<file path="src/rtl/pid_rate_feedforward_step_assert.svh">
// Assertion macros for the PID rate-feedforward step block.
// Needs nothing else; define NO_ASSERTIONS to compile them out.
`ifndef PID_RATE_FEEDFORWARD_STEP_ASSERT_SVH
`define PID_RATE_FEEDFORWARD_STEP_ASSERT_SVH

`ifndef NO_ASSERTIONS

// Same-cycle implication, checked out of reset.
`define PRFS_ASSERT_IMPLY(label, clk, rst_n, ante, cons, msg) \
    label: assert property (@(posedge clk) disable iff (!rst_n) (ante) |-> (cons)) \
        else $error(msg);

// Next-cycle implication, checked out of reset.
`define PRFS_ASSERT_NEXT(label, clk, rst_n, ante, cons, msg) \
    label: assert property (@(posedge clk) disable iff (!rst_n) (ante) |=> (cons)) \
        else $error(msg);

`else

`define PRFS_ASSERT_IMPLY(label, clk, rst_n, ante, cons, msg)
`define PRFS_ASSERT_NEXT(label, clk, rst_n, ante, cons, msg)

`endif

`endif

</file>
<file path="src/rtl/prfs_pkg.sv">
// Shared types, constants and the microcode program of the PID step block.
// No dependencies.
`default_nettype none

package prfs_pkg;

    localparam int DATA_WIDTH_DEF = 32;
    localparam int FRAC_BITS_DEF  = 16;
    localparam int CFG_IDX_W      = 3;
    localparam int STEP_W         = 5;

    typedef enum logic [CFG_IDX_W-1:0] {
        CFG_KP         = 3'd0,
        CFG_KI_HALF    = 3'd1,
        CFG_KD         = 3'd2,
        CFG_RATE_SCALE = 3'd3,
        CFG_ACCUM_MIN  = 3'd4,
        CFG_ACCUM_MAX  = 3'd5,
        CFG_OUTPUT_MIN = 3'd6,
        CFG_OUTPUT_MAX = 3'd7
    } cfg_idx_t;

    typedef enum logic [3:0] {
        OP_NOP,
        OP_LOAD,    // latch the sample
        OP_ERR,     // err = sat(setpoint - measurement)
        OP_ASUM,    // sum = accum + err + last err
        OP_ACLMP,   // accum = clamp(sum), last err = err, sum = 0
        OP_DSP,     // tmp = sat(setpoint - last setpoint), last setpoint = setpoint
        OP_MLO,     // prod = a * low half of b
        OP_MHI,     // prod += a * high half of b, shifted
        OP_TACC,    // sum += term
        OP_TSUB,    // tmp = sat(term - measurement rate)
        OP_OUT      // drive = clamp(sum)
    } op_t;

    typedef enum logic [1:0] {
        A_KP,
        A_KI,
        A_KD,
        A_RATE
    } asel_t;

    typedef enum logic [1:0] {
        B_ERR,
        B_EACC,
        B_TMP
    } bsel_t;

    typedef enum logic [1:0] {
        COND_ALWAYS,
        COND_SAMPLE,
        COND_SLOT
    } cond_t;

    typedef struct packed {
        op_t               op;
        asel_t             asel;
        bsel_t             bsel;
        cond_t             cond;
        logic              jump;
        logic [STEP_W-1:0] target;
    } ctrl_t;

    typedef struct packed {
        ctrl_t cw;
        logic  go;
    } issue_t;

    function automatic ctrl_t prfs_word(input op_t op, input asel_t asel, input bsel_t bsel,
                                        input cond_t cond, input logic jump);
        ctrl_t w;
        w.op     = op;
        w.asel   = asel;
        w.bsel   = bsel;
        w.cond   = cond;
        w.jump   = jump;
        w.target = '0;
        return w;
    endfunction

    // Control store: one word per step.
    function automatic ctrl_t prfs_ucode(input logic [STEP_W-1:0] step);
        ctrl_t w;
        unique case (step)
            5'd0:    w = prfs_word(OP_LOAD,  A_KP,   B_ERR,  COND_SAMPLE, 1'b0);
            5'd1:    w = prfs_word(OP_ERR,   A_KP,   B_ERR,  COND_ALWAYS, 1'b0);
            5'd2:    w = prfs_word(OP_ASUM,  A_KP,   B_ERR,  COND_ALWAYS, 1'b0);
            5'd3:    w = prfs_word(OP_ACLMP, A_KP,   B_ERR,  COND_ALWAYS, 1'b0);
            5'd4:    w = prfs_word(OP_DSP,   A_KP,   B_ERR,  COND_ALWAYS, 1'b0);
            5'd5:    w = prfs_word(OP_MLO,   A_KP,   B_ERR,  COND_ALWAYS, 1'b0);
            5'd6:    w = prfs_word(OP_MHI,   A_KP,   B_ERR,  COND_ALWAYS, 1'b0);
            5'd7:    w = prfs_word(OP_TACC,  A_KP,   B_ERR,  COND_ALWAYS, 1'b0);
            5'd8:    w = prfs_word(OP_MLO,   A_KI,   B_EACC, COND_ALWAYS, 1'b0);
            5'd9:    w = prfs_word(OP_MHI,   A_KI,   B_EACC, COND_ALWAYS, 1'b0);
            5'd10:   w = prfs_word(OP_TACC,  A_KI,   B_EACC, COND_ALWAYS, 1'b0);
            5'd11:   w = prfs_word(OP_MLO,   A_RATE, B_TMP,  COND_ALWAYS, 1'b0);
            5'd12:   w = prfs_word(OP_MHI,   A_RATE, B_TMP,  COND_ALWAYS, 1'b0);
            5'd13:   w = prfs_word(OP_TSUB,  A_RATE, B_TMP,  COND_ALWAYS, 1'b0);
            5'd14:   w = prfs_word(OP_MLO,   A_KD,   B_TMP,  COND_ALWAYS, 1'b0);
            5'd15:   w = prfs_word(OP_MHI,   A_KD,   B_TMP,  COND_ALWAYS, 1'b0);
            5'd16:   w = prfs_word(OP_TACC,  A_KD,   B_TMP,  COND_ALWAYS, 1'b0);
            5'd17:   w = prfs_word(OP_OUT,   A_KP,   B_ERR,  COND_SLOT,   1'b1);
            default: w = prfs_word(OP_NOP,   A_KP,   B_ERR,  COND_ALWAYS, 1'b1);
        endcase
        return w;
    endfunction

endpackage

`default_nettype wire

</file>
<file path="src/rtl/pid_rate_feedforward_step.sv">
// PID step with trapezoidal integral, setpoint-rate feedforward and output clamp.
// A sample is taken at the load step and drive_valid is registered after the output
// step; samples do not overlap, as the 18-step microcode program runs around one
// shared multiplier (two partial-product passes per product).
// Reset clears the loop state and sets gains to zero and limits to full range.
// Depends on prfs_pkg, prfs_seq, prfs_dp and the assertion macro header.
`default_nettype none

`include "pid_rate_feedforward_step_assert.svh"

module pid_rate_feedforward_step
    import prfs_pkg::*;
#(
    parameter int DATA_WIDTH = DATA_WIDTH_DEF,
    parameter int FRAC_BITS  = FRAC_BITS_DEF
)
(
    input  wire logic                  clk,
    input  wire logic                  rst_n,
    input  wire logic                  cfg_write,
    input  wire logic [CFG_IDX_W-1:0]  cfg_index,
    input  wire logic [DATA_WIDTH-1:0] cfg_data,
    input  wire logic                  sample_valid,
    output logic                       sample_stall,
    input  wire logic [DATA_WIDTH-1:0] setpoint,
    input  wire logic [DATA_WIDTH-1:0] measurement,
    input  wire logic [DATA_WIDTH-1:0] measurement_rate,
    output logic                       drive_valid,
    input  wire logic                  drive_stall,
    output logic      [DATA_WIDTH-1:0] drive_out
);

    issue_t issue;
    logic   slot_free;
    logic   drive_valid_reg;
    logic   out_fire;

    assign slot_free    = !drive_valid_reg || !drive_stall;
    assign out_fire     = issue.go && issue.cw.op == OP_OUT;
    assign sample_stall = issue.cw.cond != COND_SAMPLE;
    assign drive_valid  = drive_valid_reg;

    prfs_seq u_seq (
        .clk          (clk),
        .rst_n        (rst_n),
        .sample_valid (sample_valid),
        .slot_free    (slot_free),
        .issue        (issue)
    );

    prfs_dp #(
        .DATA_WIDTH (DATA_WIDTH),
        .FRAC_BITS  (FRAC_BITS)
    ) u_dp (
        .clk              (clk),
        .rst_n            (rst_n),
        .cfg_write        (cfg_write),
        .cfg_index        (cfg_index),
        .cfg_data         (cfg_data),
        .setpoint         (setpoint),
        .measurement      (measurement),
        .measurement_rate (measurement_rate),
        .issue            (issue),
        .drive_out        (drive_out)
    );

    // hold the beat until taken; a new result may replace it in the same cycle
    always_ff @(posedge clk or negedge rst_n)
    begin
        if (!rst_n)
            drive_valid_reg <= 1'b0;
        else if (out_fire)
            drive_valid_reg <= 1'b1;
        else if (!drive_stall)
            drive_valid_reg <= 1'b0;
    end

    `PRFS_ASSERT_NEXT(a_busy_after_accept, clk, rst_n, sample_valid && !sample_stall, sample_stall, "sample taken while previous one in flight")
    `PRFS_ASSERT_IMPLY(a_out_into_free_slot, clk, rst_n, out_fire, !drive_valid_reg || !drive_stall, "result overwrote a stalled beat")
    `PRFS_ASSERT_IMPLY(a_valid_from_out_step, clk, rst_n, $rose(drive_valid_reg), $past(out_fire), "drive_valid rose without an output step")

endmodule

`default_nettype wire

</file>
<file path="src/rtl/prfs_seq.sv">
// Microcode sequencer: step counter, control store lookup and jump logic.
// Depends on prfs_pkg.
`default_nettype none

module prfs_seq
    import prfs_pkg::*;
(
    input  wire logic   clk,
    input  wire logic   rst_n,
    input  wire logic   sample_valid,
    input  wire logic   slot_free,
    output issue_t      issue
);

    logic [STEP_W-1:0] step_reg;
    logic [STEP_W-1:0] step_next;
    ctrl_t             cw;
    logic              go;

    always_comb
    begin
        cw = prfs_ucode(step_reg);
        unique case (cw.cond)
            COND_ALWAYS: go = 1'b1;
            COND_SAMPLE: go = sample_valid;
            COND_SLOT:   go = slot_free;
            default:     go = 1'b0;
        endcase
        if (!go)
            step_next = step_reg;
        else if (cw.jump)
            step_next = cw.target;
        else
            step_next = step_reg + 1'b1;
    end

    always_ff @(posedge clk or negedge rst_n)
    begin
        if (!rst_n)
            step_reg <= '0;
        else
            step_reg <= step_next;
    end

    assign issue = '{cw: cw, go: go};

endmodule

`default_nettype wire

</file>
<file path="src/rtl/prfs_dp.sv">
// Datapath: configuration registers, loop state, shared multiplier,
// saturating subtractor, clamp unit and the drive output register. Depends on prfs_pkg.
`default_nettype none

module prfs_dp
    import prfs_pkg::*;
#(
    parameter int DATA_WIDTH = DATA_WIDTH_DEF,
    parameter int FRAC_BITS  = FRAC_BITS_DEF
)
(
    input  wire logic                  clk,
    input  wire logic                  rst_n,
    input  wire logic                  cfg_write,
    input  wire logic [CFG_IDX_W-1:0]  cfg_index,
    input  wire logic [DATA_WIDTH-1:0] cfg_data,
    input  wire logic [DATA_WIDTH-1:0] setpoint,
    input  wire logic [DATA_WIDTH-1:0] measurement,
    input  wire logic [DATA_WIDTH-1:0] measurement_rate,
    input  wire issue_t                issue,
    output logic      [DATA_WIDTH-1:0] drive_out
);

    localparam int W  = DATA_WIDTH;
    localparam int H  = (W + 1) / 2;     // low half of the b operand
    localparam int PW = W + H + 1;       // partial product width
    localparam int SW = W + 2;           // three-term sum width
    localparam int TW = 2 * W - FRAC_BITS;

    localparam logic [W-1:0] VMIN = {1'b1, {(W-1){1'b0}}};
    localparam logic [W-1:0] VMAX = {1'b0, {(W-1){1'b1}}};

    // configuration
    logic [W-1:0] kp_reg, ki_reg, kd_reg;
    logic [W-2:0] rate_reg;
    logic [W-1:0] amin_reg, amax_reg, omin_reg, omax_reg;

    // loop state
    logic [W-1:0] eacc_reg, lerr_reg, lsp_reg;

    // per-sample working registers
    logic [W-1:0]   sp_reg, meas_reg, mrate_reg;
    logic [W-1:0]   err_reg, tmp_reg, drive_reg;
    logic [2*W-1:0] prod_reg;
    logic [SW-1:0]  sum_reg;

    logic              run;
    op_t               op;
    logic signed [W-1:0]  a_op;
    logic        [W-1:0]  b_op;
    logic signed [H:0]    b_part;
    logic signed [PW-1:0] pp;
    logic [2*W-1:0]       pp_ext;
    logic [TW-1:0]        shifted;
    logic                 term_ovf;
    logic [W-1:0]         term;
    logic [W-1:0]         sub_a, sub_b;
    logic [W:0]           diff;
    logic [W-1:0]         diff_sat;
    logic signed [SW-1:0] lo_x, hi_x, clamp_lo, clamp_hi;
    logic [W-1:0]         clamped;
    logic [SW-1:0]        three_sum;

    assign run = issue.go;
    assign op  = issue.cw.op;

    // multiplier operands
    always_comb
    begin
        case (issue.cw.asel)
            A_KP:    a_op = kp_reg;
            A_KI:    a_op = ki_reg;
            A_KD:    a_op = kd_reg;
            default: a_op = {1'b0, rate_reg};
        endcase
        case (issue.cw.bsel)
            B_ERR:   b_op = err_reg;
            B_EACC:  b_op = eacc_reg;
            default: b_op = tmp_reg;
        endcase
        if (op == OP_MHI)
            b_part = {{(2*H+1-W){b_op[W-1]}}, b_op[W-1:H]};
        else
            b_part = {1'b0, b_op[H-1:0]};
    end

    assign pp     = a_op * b_part;
    assign pp_ext = {{(W-H-1){pp[PW-1]}}, pp};

    // floor shift of the product, then saturate
    assign shifted  = prod_reg[2*W-1:FRAC_BITS];
    assign term_ovf = !((&shifted[TW-1:W-1]) || !(|shifted[TW-1:W-1]));
    assign term     = term_ovf ? (shifted[TW-1] ? VMIN : VMAX) : shifted[W-1:0];

    // shared saturating subtractor
    always_comb
    begin
        case (op)
            OP_ERR:
            begin
                sub_a = sp_reg;
                sub_b = meas_reg;
            end
            OP_DSP:
            begin
                sub_a = sp_reg;
                sub_b = lsp_reg;
            end
            default:
            begin
                sub_a = term;
                sub_b = mrate_reg;
            end
        endcase
    end

    assign diff     = {sub_a[W-1], sub_a} - {sub_b[W-1], sub_b};
    assign diff_sat = (diff[W] != diff[W-1]) ? (diff[W] ? VMIN : VMAX) : diff[W-1:0];

    // shared clamp: lower limit first, upper limit wins when crossed
    always_comb
    begin
        if (op == OP_OUT)
        begin
            lo_x = {{2{omin_reg[W-1]}}, omin_reg};
            hi_x = {{2{omax_reg[W-1]}}, omax_reg};
        end
        else
        begin
            lo_x = {{2{amin_reg[W-1]}}, amin_reg};
            hi_x = {{2{amax_reg[W-1]}}, amax_reg};
        end
        clamp_lo = ($signed(sum_reg) < lo_x) ? lo_x : $signed(sum_reg);
        clamp_hi = (clamp_lo > hi_x) ? hi_x : clamp_lo;
        clamped  = clamp_hi[W-1:0];
    end

    assign three_sum = {{2{eacc_reg[W-1]}}, eacc_reg} + {{2{err_reg[W-1]}}, err_reg}
                     + {{2{lerr_reg[W-1]}}, lerr_reg};

    // configuration and loop state
    always_ff @(posedge clk or negedge rst_n)
    begin
        if (!rst_n)
        begin
            kp_reg   <= '0;
            ki_reg   <= '0;
            kd_reg   <= '0;
            rate_reg <= '0;
            amin_reg <= VMIN;
            amax_reg <= VMAX;
            omin_reg <= VMIN;
            omax_reg <= VMAX;
            eacc_reg <= '0;
            lerr_reg <= '0;
            lsp_reg  <= '0;
        end
        else
        begin
            if (cfg_write)
            begin
                unique case (cfg_idx_t'(cfg_index))
                    CFG_KP:         kp_reg   <= cfg_data;
                    CFG_KI_HALF:    ki_reg   <= cfg_data;
                    CFG_KD:         kd_reg   <= cfg_data;
                    CFG_RATE_SCALE: rate_reg <= cfg_data[W-2:0];
                    CFG_ACCUM_MIN:  amin_reg <= cfg_data;
                    CFG_ACCUM_MAX:  amax_reg <= cfg_data;
                    CFG_OUTPUT_MIN: omin_reg <= cfg_data;
                    CFG_OUTPUT_MAX: omax_reg <= cfg_data;
                    default:        kp_reg   <= kp_reg;
                endcase
            end
            if (run && op == OP_ACLMP)
            begin
                eacc_reg <= clamped;
                lerr_reg <= err_reg;
            end
            if (run && op == OP_DSP)
                lsp_reg <= sp_reg;
        end
    end

    // working registers
    always_ff @(posedge clk)
    begin
        if (run)
        begin
            case (op)
                OP_LOAD:
                begin
                    sp_reg    <= setpoint;
                    meas_reg  <= measurement;
                    mrate_reg <= measurement_rate;
                end
                OP_ERR:   err_reg   <= diff_sat;
                OP_ASUM:  sum_reg   <= three_sum;
                OP_ACLMP: sum_reg   <= '0;
                OP_DSP:   tmp_reg   <= diff_sat;
                OP_MLO:   prod_reg  <= pp_ext;
                OP_MHI:   prod_reg  <= prod_reg + (pp_ext << H);
                OP_TACC:  sum_reg   <= sum_reg + {{2{term[W-1]}}, term};
                OP_TSUB:  tmp_reg   <= diff_sat;
                OP_OUT:   drive_reg <= clamped;
                default:  tmp_reg   <= tmp_reg;
            endcase
        end
    end

    assign drive_out = drive_reg;

endmodule

`default_nettype wire
</file>
<file path="config.mk">
export PLATFORM = sky130hd
export DESIGN_NAME = pid_rate_feedforward_step
export DESIGN_NICKNAME = d
export VERILOG_FILES = /design/src/rtl/prfs_pkg.sv /design/src/rtl/pid_rate_feedforward_step.sv /design/src/rtl/prfs_seq.sv /design/src/rtl/prfs_dp.sv
export VERILOG_INCLUDE_DIRS = /design/src /design/src/rtl
export SDC_FILE = /design/constraint.sdc
export NUM_CORES = 2
export LEC_CHECK = 0
export ABC_AREA = 1
export BUFFER_PORTS_ARGS = -buffer_cell sky130_fd_sc_hd__buf_2
export CAP_MARGIN = 20
export CELL_PAD_IN_SITES_DETAIL_PLACEMENT = 1
export CELL_PAD_IN_SITES_GLOBAL_PLACEMENT = 1
export CORE_MARGIN = 4
export CORE_UTILIZATION = 49
export DETAILED_ROUTE_END_ITERATION = 7
export GPL_ROUTABILITY_DRIVEN = 0
export PLACE_DENSITY_LB_ADDON = 0.1
export SLEW_MARGIN = 20
export SYNTH_ARGS = -nofsm -noshare
export SYNTH_HDL_FRONTEND = slang
export SYNTH_SLANG_ARGS = --single-unit
</file>
<file path="constraint.sdc">
create_clock -name clk -period 11.2 [get_ports clk]
set_input_delay 0.56 -clock clk [delete_from_list [all_inputs] [get_ports clk]]
set_output_delay 0.56 -clock clk [all_outputs]
set_load 0.01 [all_outputs]
</file>
---- Word level (Yosys, flattened, before mapping) ----
Memories as Yosys holds them, arrays and structs flattened.
Cells that the tools add are included.
storage, ports and cells
  memory bits (read-only) ................. 352
  memories ................................ 1
  logic and storage cells ................. 107
  flip-flop bits (word level) ............. 647
memories
  memory           words  width  rd ports  clocked after memory_dff  wr ports  line            text
  (no name shown)  32     11     1         0                         0         prfs_pkg.sv:85  unique case (step)
operators by class
  $lt $le $gt $ge ......................... 2
  multiply operators ...................... 1
  reductions and logical operators ........ 32
  $add $sub $neg .......................... 6
  mux-type cells .......................... 19
  eq/ne operators ......................... 25
operators with widths
  cell                                                  count
  2-to-1 mux 32 bit                                     6
  one-hot mux 32 bit (2 select lines)                   2
  one-hot mux 64 bit (2 select lines)                   1
  2-to-1 mux 34 bit                                     3
  one-hot mux 34 bit (3 select lines)                   1
  one-hot mux 32 bit (3 select lines)                   1
  adder 34 bit                                          2
  adder 64 bit                                          1
  multiplier 32 x 17 -> 49 bit                          1
  greater-than comparator 34 bit                        1
  less-than comparator 34 bit                           1
  adder 32 x 32 -> 33 bit                               1
  subtractor 32 x 32 -> 33 bit                          1
  AND reduction 2 bit                                   14
  2-to-1 mux 17 bit                                     1
  AND reduction 17 bit                                  1
  OR reduction 17 bit                                   1
  equality test 4 x 3 -> 1 bit (second input constant)  4
  equality test 3 bit (second input constant)           4
  equality test 4 bit (second input constant)           3
  equality test 4 x 2 -> 1 bit (second input constant)  2
  equality test 2 x 1 -> 1 bit (second input constant)  3
  equality test 3 x 2 -> 1 bit (second input constant)  2
  logical NOT 2 bit                                     3
  16 further kinds                                      25

---- Logic depth before layout (Yosys ltp) ----
  depth after elaboration ................. 8
  mapped depth ............................ 52

---- Hierarchy ----
Synthesis repeated with hierarchy kept, for this count alone.
second synthesis, totals
  cells, all modules ...................... 7221
  area, all modules ....................... 57954.3 µm²
by module, submodules not included
  module                     cells each  times used  sequential area each (µm²)  area each (µm²)
  prfs_dp                    7126        1           17091.4                     57248.7
  prfs_seq                   84          1           125.1                       639.4
  pid_rate_feedforward_step  11          1           25.0                        66.3

---- Worst setup path after synthesis ----
No wires, ideal clock.
  path type ............................... flip-flop to flip-flop
  start ................................... register u_seq.step_reg[0]
  end ..................................... register u_dp.prod_reg[62], data pin
  stages on the path, launching flop included .. 47
  arrival ................................. 8373 ps
  library setup time ...................... 258 ps
  required time ........................... 10942 ps
  path slack .............................. 2569 ps
  cells stage by stage .................... dfrtp_1 inv_1 ha_1 inv_1 nand2_1 nand3_2 nand2_1 nor2_2 inv_2 nor2_2 nand2_2 clkbuf_1 o21ai_0 nand2_2 inv_2 buf_4 nand2_1 fa_1 [11 not listed] a21oi_1 o21ai_0 a21oi_1 o21ai_0 a21oi_1 o21ai_0 xor2_1 ha_1 a21oi_1 inv_1 a31oi_1 o21ai_0 o21bai_1 a31oi_1 o21ai_0 or2_2 nand3_1 nand2_1
between the ends
  longest elaborated chain between the ends .. 7
  elaborated cells on any way between the ends .. 14
  classes of those cells .................. add/sub: 1; mul: 1; eq/ne: 5; mux: 4; reduce/logical: 2; memory: 1
RTL lines
  element                                                            line            text
  from (decl)                                                        prfs_seq.sv:15  logic [STEP_W-1:0] step_reg;
  from (signal assigned)                                             prfs_seq.sv:42  step_reg <= step_next;
  memory read (32 x 11 bit) *                                        n/a
  equality test 2 x 1 -> 1 bit or logical NOT 2 bit (tied branches)  prfs_dp.sv:76   case (issue.cw.bsel)
  one-hot mux 32 bit (2 select lines)                                prfs_dp.sv:76
  2-to-1 mux 17 bit                                                  prfs_dp.sv:81   if (op == OP_MHI)
  multiplier 32 x 17 -> 49 bit                                       prfs_dp.sv:87   assign pp = a_op * b_part;
  adder 64 bit                                                       prfs_dp.sv:201  OP_MHI: prod_reg <= prod_reg + (pp_ext << H);
  one-hot mux 64 bit (2 select lines) *                              prfs_dp.sv:189  case (op)
  to (signal assigned)                                               prfs_dp.sv:200  OP_MLO: prod_reg <= pp_ext;
  to (signal assigned)                                               prfs_dp.sv:201
  to (decl)                                                          prfs_dp.sv:44   logic [2*W-1:0] prod_reg;
Mark *: on every way between the ends. The rest lies on a longest branch, timed or not.
A chain may end at the register's enable or synchronous reset.

---- Final worst setup path ----
  start ................................... register u_seq.step_reg[3]
  end ..................................... register u_dp.prod_reg[54], data pin
The elaborated chain is that of the path after synthesis.

==> flow_metrics.env <==
export IMPL_htree_levels=3
export IMPL_worst_path_buf_inv=11
export IMPL_post_route_util_pct=54.01
export IMPL_numPortBuffers=169
export IMPL_setup_viol=0
export IMPL_worstReg2RegEnd="u_dp.prod_reg[54]$_DFFE_PP_"
export IMPL_fin_crit_sh_pct=97.04
export IMPL_grt_max_degree=178
export IMPL_antenna_left=0
export IMPL_synth_top_area_share_pct=18.36
export IMPL_dr_first_iter_drc_count=4393
export IMPL_pin_count=170
export IMPL_drv_slew=0
export IMPL_root_buffer="clkbuf_16"
export IMPL_critPathArrivalTime_ns=11.25
export IMPL_fillerInstances=14080
export IMPL_ys_seq_area_share_pct=30.06
export IMPL_dr_wl_met3_um=14790
export IMPL_worst_pin_slew_ns=1.090
export IMPL_reg2reg_from="u_seq.step_reg[3]$_DFFE_PN0P_"
export IMPL_nNetsFinal=8118
export IMPL_largest_register_ffs=48
export IMPL_syn_to_final_growth_pct=9.428
export IMPL_r2r_cells=42
export IMPL_drc=0
export IMPL_grt_pass1_vias=52920
export IMPL_hold_class="input pin to flop"
export IMPL_row_count=125
export IMPL_wl_per_cell_um=24.38
export IMPL_grt_usage_pct=34.61
export IMPL_cpPeakStageDelay_ns=0.55
export IMPL_die_w_um=350.1
export IMPL_end_kind="flop"
export IMPL_cpMostUsedCell="inv_1"
export IMPL_syn_nets=7976
export IMPL_wl_met1_um=88970
export IMPL_async_reset_ff_share_pct=56.58
export IMPL_timing_fmax_mhz=92.01
export IMPL_syn_avg_cell_area_sq_um=8.259
export IMPL_core_area_sq_mm=0.1162
export IMPL_r2r_setup_slack_ns=0.33
export IMPL_outcome="finished clean"
export IMPL_top_layer="met5"
export IMPL_dp_hpwl_um=171200
export IMPL_overflow=0
export IMPL_met2_length_um=97550
export IMPL_path_delay_family="adder cells"
export IMPL_synth_common_cells="1557 x nand2_1, 1067 x inv_1, 576 x o21ai_0"
export IMPL_rsz0062_at_grt="false"
export IMPL_synth_most_common_cell="nand2_1"
export IMPL_routed_wl_um=211400
export IMPL_diodes=0
export IMPL_grt_antenna_before_repair=7
export IMPL_ys_ff_latch=631
export IMPL_crit_required_ns=11.58
export IMPL_synth_cells=6945
export IMPL_vias_per_cell=5.787
export IMPL_slew_headroom_pct=27.35
export IMPL_drive_gt1_share_pct=9.245
export IMPL_startpoint="u_seq.step_reg[3]$_DFFE_PN0P_"
export IMPL_endpoint="u_dp.prod_reg[54]$_DFFE_PP_"
export IMPL_fin_setup_tns_ns=0
export IMPL_initial_core_util_pct=49.36
export IMPL_syn_cell_area_sq_mm=0.05736
export IMPL_fin_area_sq_mm=0.06277
export IMPL_finalHoldViolCount=0
export IMPL_yosys_warnings=0
export IMPL_first_pass_iters=6
export IMPL_worst_skew_pair_late_latency_ns=0.67
export IMPL_cts_root_to_sink_buffers=3
export IMPL_cp_depth=42
export IMPL_synth_area_leader_cell="fa_1"
export IMPL_ys_flop_type="dfrtp_1"
export IMPL_dieArea_sq_mm=0.1226
export IMPL_start_kind="flop"
export IMPL_synth_edf_count=274
export IMPL_critPathSlowestCell="fa_1"
export IMPL_clk_pin_slew_ns=0.06
export IMPL_critPathKind="flop to flop"
export IMPL_max_cap_viol_count=0
export IMPL_fp_dieH_um=350.1
export IMPL_dr_total_vias=50200
export IMPL_finalClockSkew_ns=0.04230
export IMPL_cts_made_buffers=75
export IMPL_fin_crit_ns=10.87
export IMPL_path_max_fanout=23
export IMPL_cts_tree="yes"
export IMPL_dpl_cell_area_sq_mm=0.06007
export IMPL_grt_pass1_wl_um=322200
export IMPL_cts_sinks=631
export IMPL_synth_area_leaders="fa_1 18%, edfxtp_1 14%, dfrtp_1 13%"
export IMPL_ys_types=65
-- through the flow --
step	std cells	setup slack, ns	hold slack (ns)
final	8674	0.3312	0.07107
after global routing	8674	0.02331	0.04610
after CTS	8671	0.3783	0.03041
after detailed placement	8530	0.4508	0.4667
after global placement	8530	0.5099	0.4582
after floorplan	6945	2.569	0.2644
-- layout by cell type (no fill, tap or decap), drive strengths merged, types with 2 or more instances in the layout --
master,netlist,routed
nand2,1591,1591
inv,1107,1107
o21ai,642,642
nor2,533,533
fa,526,526
ha,369,369
a21oi,369,369
buf,116,294
dfrtp,293,293
edfxtp,274,274
nand3,257,257
clkbuf,114,104
xor2,103,103
dfstp,64,64
o21a,62,62
xnor2,58,58
or2,52,52
a31oi,47,47
o22ai,43,43
nor3,42,42
and2,36,36
nand4,32,32
a22o,32,32
a22oi,31,31
mux2,30,30
clkinv,2,25
nor4,23,23
o21bai,21,21
a21o,18,18
a21boi,15,15
o211ai,9,9
clkinvlp,0,8
nand3b,6,6
o221ai,5,5
a211oi,5,5
and3,5,5
bufinv,0,5
o2111ai,3,3
a2111oi,2,2
-- how the worst min path moves through the flow --
stage / endpoint / cells past startpoint / start
6_report: u_dp.sp_reg[13]$_DFFE_PP_ / 1 / setpoint[13]
2_1_floorplan: drive_valid$_DFFE_PN0P_ / 0 / rst_n
3_5_place_dp: u_dp.omin_reg[1]$_DFFE_PN0P_ / 2 / u_dp.omin_reg[1]$_DFFE_PN0P_
4_1_cts: u_dp.mrate_reg[11]$_DFFE_PP_ / 1 / measurement_rate[11]
3_3_place_gp: u_dp.omin_reg[15]$_DFFE_PN0P_ / 2 / u_dp.omin_reg[15]$_DFFE_PN0P_
5_1_grt: u_dp.sp_reg[26]$_DFFE_PP_ / 1 / setpoint[26]
-- cell families (layout without fill, tap and decap cells) --
kind of cell | count (synthesis) | in the layout | share of synthesized area (%)
fa+ha+maj | 895 | 895 | 26.41
simple gates | 2579 | 2579 | 18.66
flops | 631 | 631 | 30.06
xor+xnor | 161 | 161 | 2.458
compound gates | 1309 | 1309 | 12.68
mux | 31 | 31 | 0.6064
buf+inv | 1339 | 1544 | 9.131
-- worst reg2reg max path: cells and delay by family, from the launching register on --
kind                     cells  cell delay [ns]
AND/OR/NAND/NOR             17             3.50
flip-flops                   1             0.52
buffers and inverters       11             1.53
AO/OA/AOI/OAI                6             1.22
adder cells (fa/ha/maj)      8             3.86
-- layout make-up --
class / count / area (sq um) / area share, %
multi-input combinational: 4975 / 34970 / 55.72
sequential: 631 / 17240 / 27.47
inverter: 1109 / 4189 / 6.674
clock buffer: 104 / 2126 / 3.387
tap: 1524 / 1907 / 3.038
timing repair buffer: 295 / 1879 / 2.994
clock inverter: 36 / 451.7 / 0.7196
-- timing repair --
action	4_1_cts	5_1_grt
endpoints found under the setup margin	0	6
hold endpoints to repair	67	0
hold buffers	1	0
buffers inserted	0	3
resized for setup	0	21
-- per-layer routing --
layer,vias to the layer above,global-route usage (%)
li1,22600,-
met1,25390,46.77
met2,1787,56.14
met3,421,5.065
met4,2,14.35
met5,-,0
Power is left out: the tool's default activity adds up to more than one toggle a clock period on the data nets, which glitch-free logic cannot reach.
